### config.mk
export PLATFORM = sky130hd
export DESIGN_NAME = signed_decimal_parser_core_flat
export DESIGN_NICKNAME = d
export VERILOG_FILES = /design/src/sv/sdp_pkg.sv /design/src/sv/sdp_intf.sv /design/src/sv/signed_decimal_parser_core.sv /design/src/flat_wrapper.sv
export VERILOG_INCLUDE_DIRS = /design/src /design/src/sv
export SDC_FILE = /design/constraint.sdc
export NUM_CORES = 1
export LEC_CHECK = 0
export ABC_AREA = 1
export BUFFER_PORTS_ARGS = -buffer_cell sky130_fd_sc_hd__buf_2
export CAP_MARGIN = 10
export CORE_MARGIN = 1
export CORE_UTILIZATION = 36
export DETAILED_ROUTE_END_ITERATION = 16
export PLACE_DENSITY = 0.57
export SYNTH_ARGS = -nofsm -noshare
export SYNTH_HDL_FRONTEND = slang
export SYNTH_SLANG_ARGS = --single-unit
### constraint.sdc
create_clock -name clk_i -period 4.15 [get_ports clk_i]
set_input_delay 0.83 -clock clk_i [delete_from_list [all_inputs] [get_ports clk_i]]
set_output_delay 0.83 -clock clk_i [all_outputs]
set_load 0.1 [all_outputs]
### src/sv/assert_macros.svh
// Assertion helpers, clocked on clk_i and disabled during reset.
`ifndef ASSERT_MACROS_SVH
`define ASSERT_MACROS_SVH

`define SDP_ASSERT(lbl, prop, msg) \
  lbl: assert property (@(posedge clk_i) disable iff (!rst_ni) prop) else $error(msg);

`define SDP_ASSERT_IMPL(lbl, ante, cons, msg) \
  `SDP_ASSERT(lbl, (ante) |-> (cons), msg)

`define SDP_ASSERT_NEXT(lbl, ante, cons, msg) \
  `SDP_ASSERT(lbl, (ante) |=> (cons), msg)

`endif

### src/sv/sdp_pkg.sv
package sdp_pkg;

  localparam int unsigned CharW  = 8;
  localparam int unsigned ValueW = 32;

  localparam logic [CharW-1:0] CharNul    = 8'h00;
  localparam logic [CharW-1:0] SignPivot  = 8'd44;
  localparam logic [CharW-1:0] CharPlus   = SignPivot - 8'd1;
  localparam logic [CharW-1:0] CharMinus  = SignPivot + 8'd1;
  localparam logic [CharW-1:0] CharZero   = 8'h30;
  localparam logic [CharW-1:0] CharNine   = 8'h39;
  localparam logic [CharW-1:0] CharTab    = 8'h09;
  localparam logic [CharW-1:0] CharCr     = 8'h0d;
  localparam logic [CharW-1:0] CharSpace  = 8'h20;

  // Overflow limits before the multiply by ten
  localparam logic signed [ValueW-1:0] PosLimit = 32'sd214748364;
  localparam logic signed [ValueW-1:0] NegLimit = -32'sd214748364;
  localparam logic [3:0]               PosLastDigit = 4'd7;
  localparam logic [3:0]               NegLastDigit = 4'd8;

  typedef enum logic [1:0] {
    PH_LEAD   = 2'b01,
    PH_DIGITS = 2'b10
  } phase_e;

endpackage

### src/sv/sdp_intf.sv
interface sdp_in_if;
  import sdp_pkg::*;

  logic             valid;
  logic             ready;
  logic [CharW-1:0] char_code;

  modport source (output valid, output char_code, input ready);
  modport sink (input valid, input char_code, output ready);
endinterface

interface sdp_out_if;
  import sdp_pkg::*;

  logic                     valid;
  logic                     ready;
  logic signed [ValueW-1:0] value;
  logic                     error;

  modport source (output valid, output value, output error, input ready);
  modport sink (input valid, input value, input error, output ready);
endinterface

### src/sv/signed_decimal_parser_core.sv
// A terminator beat shows its result on the output in the cycle after acceptance.
// Throughput: one byte per cycle; the single output register accepts a new beat
// in the cycle its held result is taken, so input ready stalls only on output backpressure.
// Reset (rst_ni, async, active low): lead phase, sign, accumulator, error flag and
// output valid clear; the parse state also returns to that state after every terminator.
`include "assert_macros.svh"

module signed_decimal_parser_core (
  input  logic      clk_i,
  input  logic      rst_ni,
  sdp_in_if.sink    in_i,
  sdp_out_if.source out_o
);
  import sdp_pkg::*;

  phase_e                   phase_q, phase_d;
  logic                     negative_q, negative_d;
  logic signed [ValueW-1:0] acc_q, acc_d;
  logic                     failed_q, failed_d;

  logic                     out_valid_q, out_valid_d;
  logic signed [ValueW-1:0] value_q, value_d;
  logic                     error_q, error_d;

  logic                     in_fire;
  logic                     is_term;
  logic                     is_ws;
  logic                     is_sign;
  logic                     is_digit;
  logic                     in_lead;
  logic [3:0]               digit;
  logic                     ovf;
  logic signed [ValueW-1:0] acc_x10;
  logic signed [ValueW-1:0] acc_next;

  assign in_i.ready = !out_valid_q || out_o.ready;
  assign in_fire    = in_i.valid && in_i.ready;

  assign is_term  = (in_i.char_code == CharNul);
  assign is_ws    = (in_i.char_code == CharSpace) ||
                    ((in_i.char_code >= CharTab) && (in_i.char_code <= CharCr));
  assign is_sign  = (in_i.char_code == CharPlus) || (in_i.char_code == CharMinus);
  assign is_digit = (in_i.char_code >= CharZero) && (in_i.char_code <= CharNine);
  assign digit    = 4'(in_i.char_code - CharZero);

  always_comb begin
    case (phase_q)
      PH_LEAD: in_lead = 1'b1;
      default: in_lead = 1'b0;
    endcase
  end

  always_comb begin
    if (negative_q) begin
      ovf = (acc_q < NegLimit) || ((acc_q == NegLimit) && (digit > NegLastDigit));
    end else begin
      ovf = (acc_q > PosLimit) || ((acc_q == PosLimit) && (digit > PosLastDigit));
    end
  end

  assign acc_x10  = (acc_q <<< 3) + (acc_q <<< 1);
  assign acc_next = negative_q ? (acc_x10 - $signed({28'd0, digit}))
                               : (acc_x10 + $signed({28'd0, digit}));

  always_comb begin
    phase_d    = phase_q;
    negative_d = negative_q;
    acc_d      = acc_q;
    failed_d   = failed_q;
    if (in_fire) begin
      if (is_term) begin
        phase_d    = PH_LEAD;
        negative_d = 1'b0;
        acc_d      = '0;
        failed_d   = 1'b0;
      end else if (!failed_q) begin
        if (in_lead && is_ws) begin
          phase_d = phase_q;
        end else if (in_lead && is_sign) begin
          negative_d = (in_i.char_code == CharMinus);
          phase_d    = PH_DIGITS;
        end else begin
          phase_d = PH_DIGITS;
          if (!is_digit || ovf) begin
            failed_d = 1'b1;
          end else begin
            acc_d = acc_next;
          end
        end
      end
    end
  end

  always_comb begin
    out_valid_d = out_valid_q && !out_o.ready;
    value_d     = value_q;
    error_d     = error_q;
    if (in_fire && is_term) begin
      out_valid_d = 1'b1;
      value_d     = failed_q ? '0 : acc_q;
      error_d     = failed_q;
    end
  end

  always_ff @(posedge clk_i or negedge rst_ni) begin
    if (!rst_ni) begin
      phase_q     <= PH_LEAD;
      negative_q  <= 1'b0;
      acc_q       <= '0;
      failed_q    <= 1'b0;
      out_valid_q <= 1'b0;
    end else begin
      phase_q     <= phase_d;
      negative_q  <= negative_d;
      acc_q       <= acc_d;
      failed_q    <= failed_d;
      out_valid_q <= out_valid_d;
    end
  end

  always_ff @(posedge clk_i) begin
    value_q <= value_d;
    error_q <= error_d;
  end

  assign out_o.valid = out_valid_q;
  assign out_o.value = value_q;
  assign out_o.error = error_q;

  `SDP_ASSERT_IMPL(a_err_zero, out_valid_q && error_q, value_q == '0, "error result with nonzero value")
  `SDP_ASSERT_NEXT(a_term_clear, in_fire && is_term, out_valid_q && (acc_q == '0) && !failed_q && (phase_q == PH_LEAD) && !negative_q, "terminator did not clear state")
  `SDP_ASSERT_IMPL(a_pos_sign, !negative_q, !acc_q[ValueW-1], "positive accumulator went negative")
  `SDP_ASSERT_NEXT(a_fail_hold, failed_q && !(in_fire && is_term), failed_q && $stable(acc_q), "accumulator moved after failure")

endmodule
### src/flat_wrapper.sv
// flat-port wrapper written by rule: the top's interface ports become plain ports
module signed_decimal_parser_core_flat import sdp_pkg::*;
  (clk_i, rst_ni, in_i_valid, in_i_char_code, in_i_ready, out_o_valid, out_o_value, out_o_error, out_o_ready);
  sdp_in_if in_i_i ();
  sdp_out_if out_o_i ();
  input  logic clk_i;
  input  logic rst_ni;
  input wire logic [$bits(in_i_i.valid)-1:0] in_i_valid;
  input wire logic [$bits(in_i_i.char_code)-1:0] in_i_char_code;
  output wire logic [$bits(in_i_i.ready)-1:0] in_i_ready;
  output wire logic [$bits(out_o_i.valid)-1:0] out_o_valid;
  output wire logic [$bits(out_o_i.value)-1:0] out_o_value;
  output wire logic [$bits(out_o_i.error)-1:0] out_o_error;
  input wire logic [$bits(out_o_i.ready)-1:0] out_o_ready;
  assign in_i_i.valid = in_i_valid;
  assign in_i_i.char_code = in_i_char_code;
  assign in_i_ready = in_i_i.ready;
  assign out_o_valid = out_o_i.valid;
  assign out_o_value = out_o_i.value;
  assign out_o_error = out_o_i.error;
  assign out_o_i.ready = out_o_ready;
  signed_decimal_parser_core u_core (.clk_i(clk_i), .rst_ni(rst_ni), .in_i(in_i_i), .out_o(out_o_i));
endmodule
==> results.sh <==
export IMPL_yosys_top_cells_area="nand2_1, edfxtp_1, dfrtp_1, inv_1, nand3_1"
export IMPL_max_freq_ghz=0.309
export IMPL_synth_seq_cells=70
export IMPL_cts_setup_buffers=0
export IMPL_cts_tree="built"
export IMPL_grt_pass1_wl_mm=35.0
export IMPL_worst_pin_slew_ns=0.901
export IMPL_clkSinkCount=70
export IMPL_first_iter_violations=425
export IMPL_fin_crit_sh=0.780
export IMPL_status="finished, final reports clean"
export IMPL_synth_area_per_cell_um2=6.03
export IMPL_h_tree_depth=3
export IMPL_core_area_mm2=0.0196
export IMPL_die_x_um=144
export IMPL_critPathRequiredTime_ns=4.38
export IMPL_insertion_delay_ns=0.34
export IMPL_switching_share=0.262
export IMPL_layout_drive_gt1_share=0.121
export IMPL_r2r_end="u_core.acc_q[30]"
export IMPL_relSlewSlack=0.400
export IMPL_vias=7468
export IMPL_multiInputGateArea_mm2=0.00453
export IMPL_routabilityCongestion=0.927
export IMPL_grt_remaining_overflow=0
export IMPL_synth_warnings=0
export IMPL_fillers=2135
export IMPL_seq_power_share=0.411
export IMPL_min_from="u_core.phase_q[0]"
export IMPL_grt_pass1_vias=7026
export IMPL_finalSetupViolCount=0
export IMPL_clock_skew_ns=0.00736
export IMPL_async_reset_ff_frac=0.529
export IMPL_clk_pin_slew_ns=0.06
export IMPL_synth_top_area_frac=0.223
export IMPL_cts_buffers=9
export IMPL_cp_startpoint="u_core.acc_q[2]"
export IMPL_synthDistinctLibCells=44
export IMPL_rows=51
export IMPL_pwr_share_clk=0.470
export IMPL_final_max_slew_viol_count=0
export IMPL_portBuffers=46
export IMPL_die_h_um=144
export IMPL_setup_tns_final_ns=0
export IMPL_detail_route_antenna_nets=0
export IMPL_rsz0062_at_grt="false"
export IMPL_synth_edf_count=33
export IMPL_worstPathArrival_ns=3.47
export IMPL_endpoint="u_core.acc_q[30]"
export IMPL_cts_root_buf="clkbuf_16"
export IMPL_p_comb_frac=0.119
export IMPL_irDropWorstVdd_uv=183
export IMPL_p_leak_nw=4.34
export IMPL_ys_flop_type="dfrtp_1"
export IMPL_start_kind="flop"
export IMPL_cts_buffer_depth=2
export IMPL_worst_setup_path_type="flop to flop"
export IMPL_synth_most_common_cell="nand2_1"
export IMPL_grt_use_total=0.220
export IMPL_cellPowerDensity_mw_per_mm2=223
export IMPL_cts_resized=0
export IMPL_pin_count=47
export IMPL_internal_power_mw=1.33
export IMPL_syn_nets=1249
export IMPL_dp_hpwl_mm=18.0
export IMPL_postCtsHoldBufs=0
export IMPL_grt_start_max_net_pins=38
export IMPL_holdCritPathClass="flop to flop"
export IMPL_start_util=0.369
export IMPL_seq_area_mm2=0.00192
export IMPL_wirelength_mm=21.8
export IMPL_r2r_slack_ns=0.91
export IMPL_p_sw_mw=0.473
export IMPL_route_detailed_drc=0
export IMPL_layout_min_cycle_time_ns=3.24
export IMPL_end_kind="flop"
export IMPL_fp_dieArea_mm2=0.0207
export IMPL_first_pass_iters=5
export IMPL_areaGrowthSynthToFinish_pct=11.9
export IMPL_wl_per_cell_um=14.3
export IMPL_synth_area_mm2=0.00723
export IMPL_fin_hold_ws_ns=0.487
export IMPL_r2r_start="u_core.acc_q[2]"
export IMPL_synth_seq_area_share=0.265
export IMPL_antenna_cells=0
export IMPL_r2r_cells=18
export IMPL_nNetsFinal=1296
export IMPL_grt_antenna_before_repair=0
export IMPL_synth_commonest_cells="nand2_1, inv_1, nor2_1"
export IMPL_detail_route_vias_per_cell=4.92
export IMPL_worstPathMaxFanout=7
export IMPL_drv_cap=0
export IMPL_finalHoldViolCount=0
export IMPL_synth_cells=1200
export IMPL_yosysTopAreaCell="nand2_1"
==> final cells by class <==
| class | count | share of cell area |
|---|---|---|
| clock buffers | 9 | 0.0278 |
| clock inverters | 7 | 0.0131 |
| inverters | 188 | 0.0872 |
| multi-input cells | 926 | 0.560 |
| flip-flops and latches | 70 | 0.237 |
| well taps | 265 | 0.0410 |
| repair buffers | 52 | 0.0340 |
==> worst min path at each step <==
stage                         endpoint  slack, ns  cells past startpoint
floorplan           u_core.out_o.error       0.42                      0
detailed placement   u_core.phase_q[0]       0.47                      2
CTS                  u_core.phase_q[0]       0.48                      2
global placement     u_core.phase_q[0]       0.47                      2
finish               u_core.phase_q[0]       0.49                      2
global route         u_core.phase_q[0]       0.50                      2
==> registers in the layout (all words and copies together), names as in the netlist <==
signal,cells
u_core.acc_q,32
u_core.failed_q,1
u_core.negative_q,1
u_core.out_o.error,1
u_core.out_o.valid,1
u_core.out_o.value,32
u_core.phase_q,2
==> cell families after synthesis <==
group	after synthesis	synth area share
compound gates	102	0.0771
xor+xnor	3	0.00467
fa+ha+maj	37	0.0671
buf+inv	204	0.108
flops	70	0.265
simple gates	784	0.478
==> metrics by stage <==
stage                     cell area, um2  setup slack, ns  power, mW  cells   util
after floorplan                     7230            0.192      0.902   1200      -
final                               8090            0.914       1.80   1517  0.413
after global placement              7760            0.951      0.968   1501  0.396
after CTS                           8090            0.959       1.82   1517  0.413
after detailed placement            7760            0.876      0.968   1501  0.396
after global routing                8090            0.662       1.88   1517  0.413
==> cell usage in the layout, fill, tap and decap left out, types with 2 or more instances in the layout <==
cell type / instances
and2_1: 2
xor2_1: 2
ha_1: 34
nor4_1: 4
a21oi_1: 40
nor2_1: 126
o22ai_1: 5
inv_2: 10
nand2_2: 24
nand3_2: 12
nand4_1: 22
o31ai_1: 3
nand2_4: 3
fa_1: 3
buf_2: 46
buf_4: 6
o211ai_1: 2
clkinv_4: 3
a21o_1: 3
nand3_1: 120
nand2_1: 429
nor3_2: 2
clkbuf_16: 9
nor2_4: 3
edfxtp_1: 33
nor2_2: 20
nor3_1: 8
or2_2: 3
nand3b_1: 2
inv_1: 178
dfrtp_1: 36
o21ai_1: 8
bufinv_16: 2
o21ai_0: 35
==> power groups by stage <==
stage	combinational [mW]	sequential (mW)	clock (mW)
floorplan	0.154	0.748	0
CTS	0.215	0.740	0.868
global placement	0.214	0.753	0
global route	0.245	0.740	0.894
finish	0.215	0.740	0.848
detailed placement	0.214	0.753	0
==> worst max-delay path: stages (launching register included) <==
cell and delay, ns:
dfrtp_1 0.48, ha_1 0.31, fa_1 0.50, nand3_1 0.13, nand2_1 0.11, nand2_1 0.10
nand2_1 0.12, nand2_1 0.13, nand2_1 0.08, nand2_1 0.06, nand2_1 0.10, nor2_1 0.18
nand2_1 0.09, nor2_2 0.26, nand4_1 0.19, nand2_1 0.09, nand2_1 0.05, nand3_1 0.08
nand2_1 0.05
==> layer usage <==
metal,up-vias,routed length (um),GRT usage
met3,32,698,0.0267
met4,0,713,0.0829
met5,-,0,0
li1,3905,-,-
met1,3384,9890,0.272
met2,147,10500,0.390
Note: power is estimated with default switching activity, not from simulation.
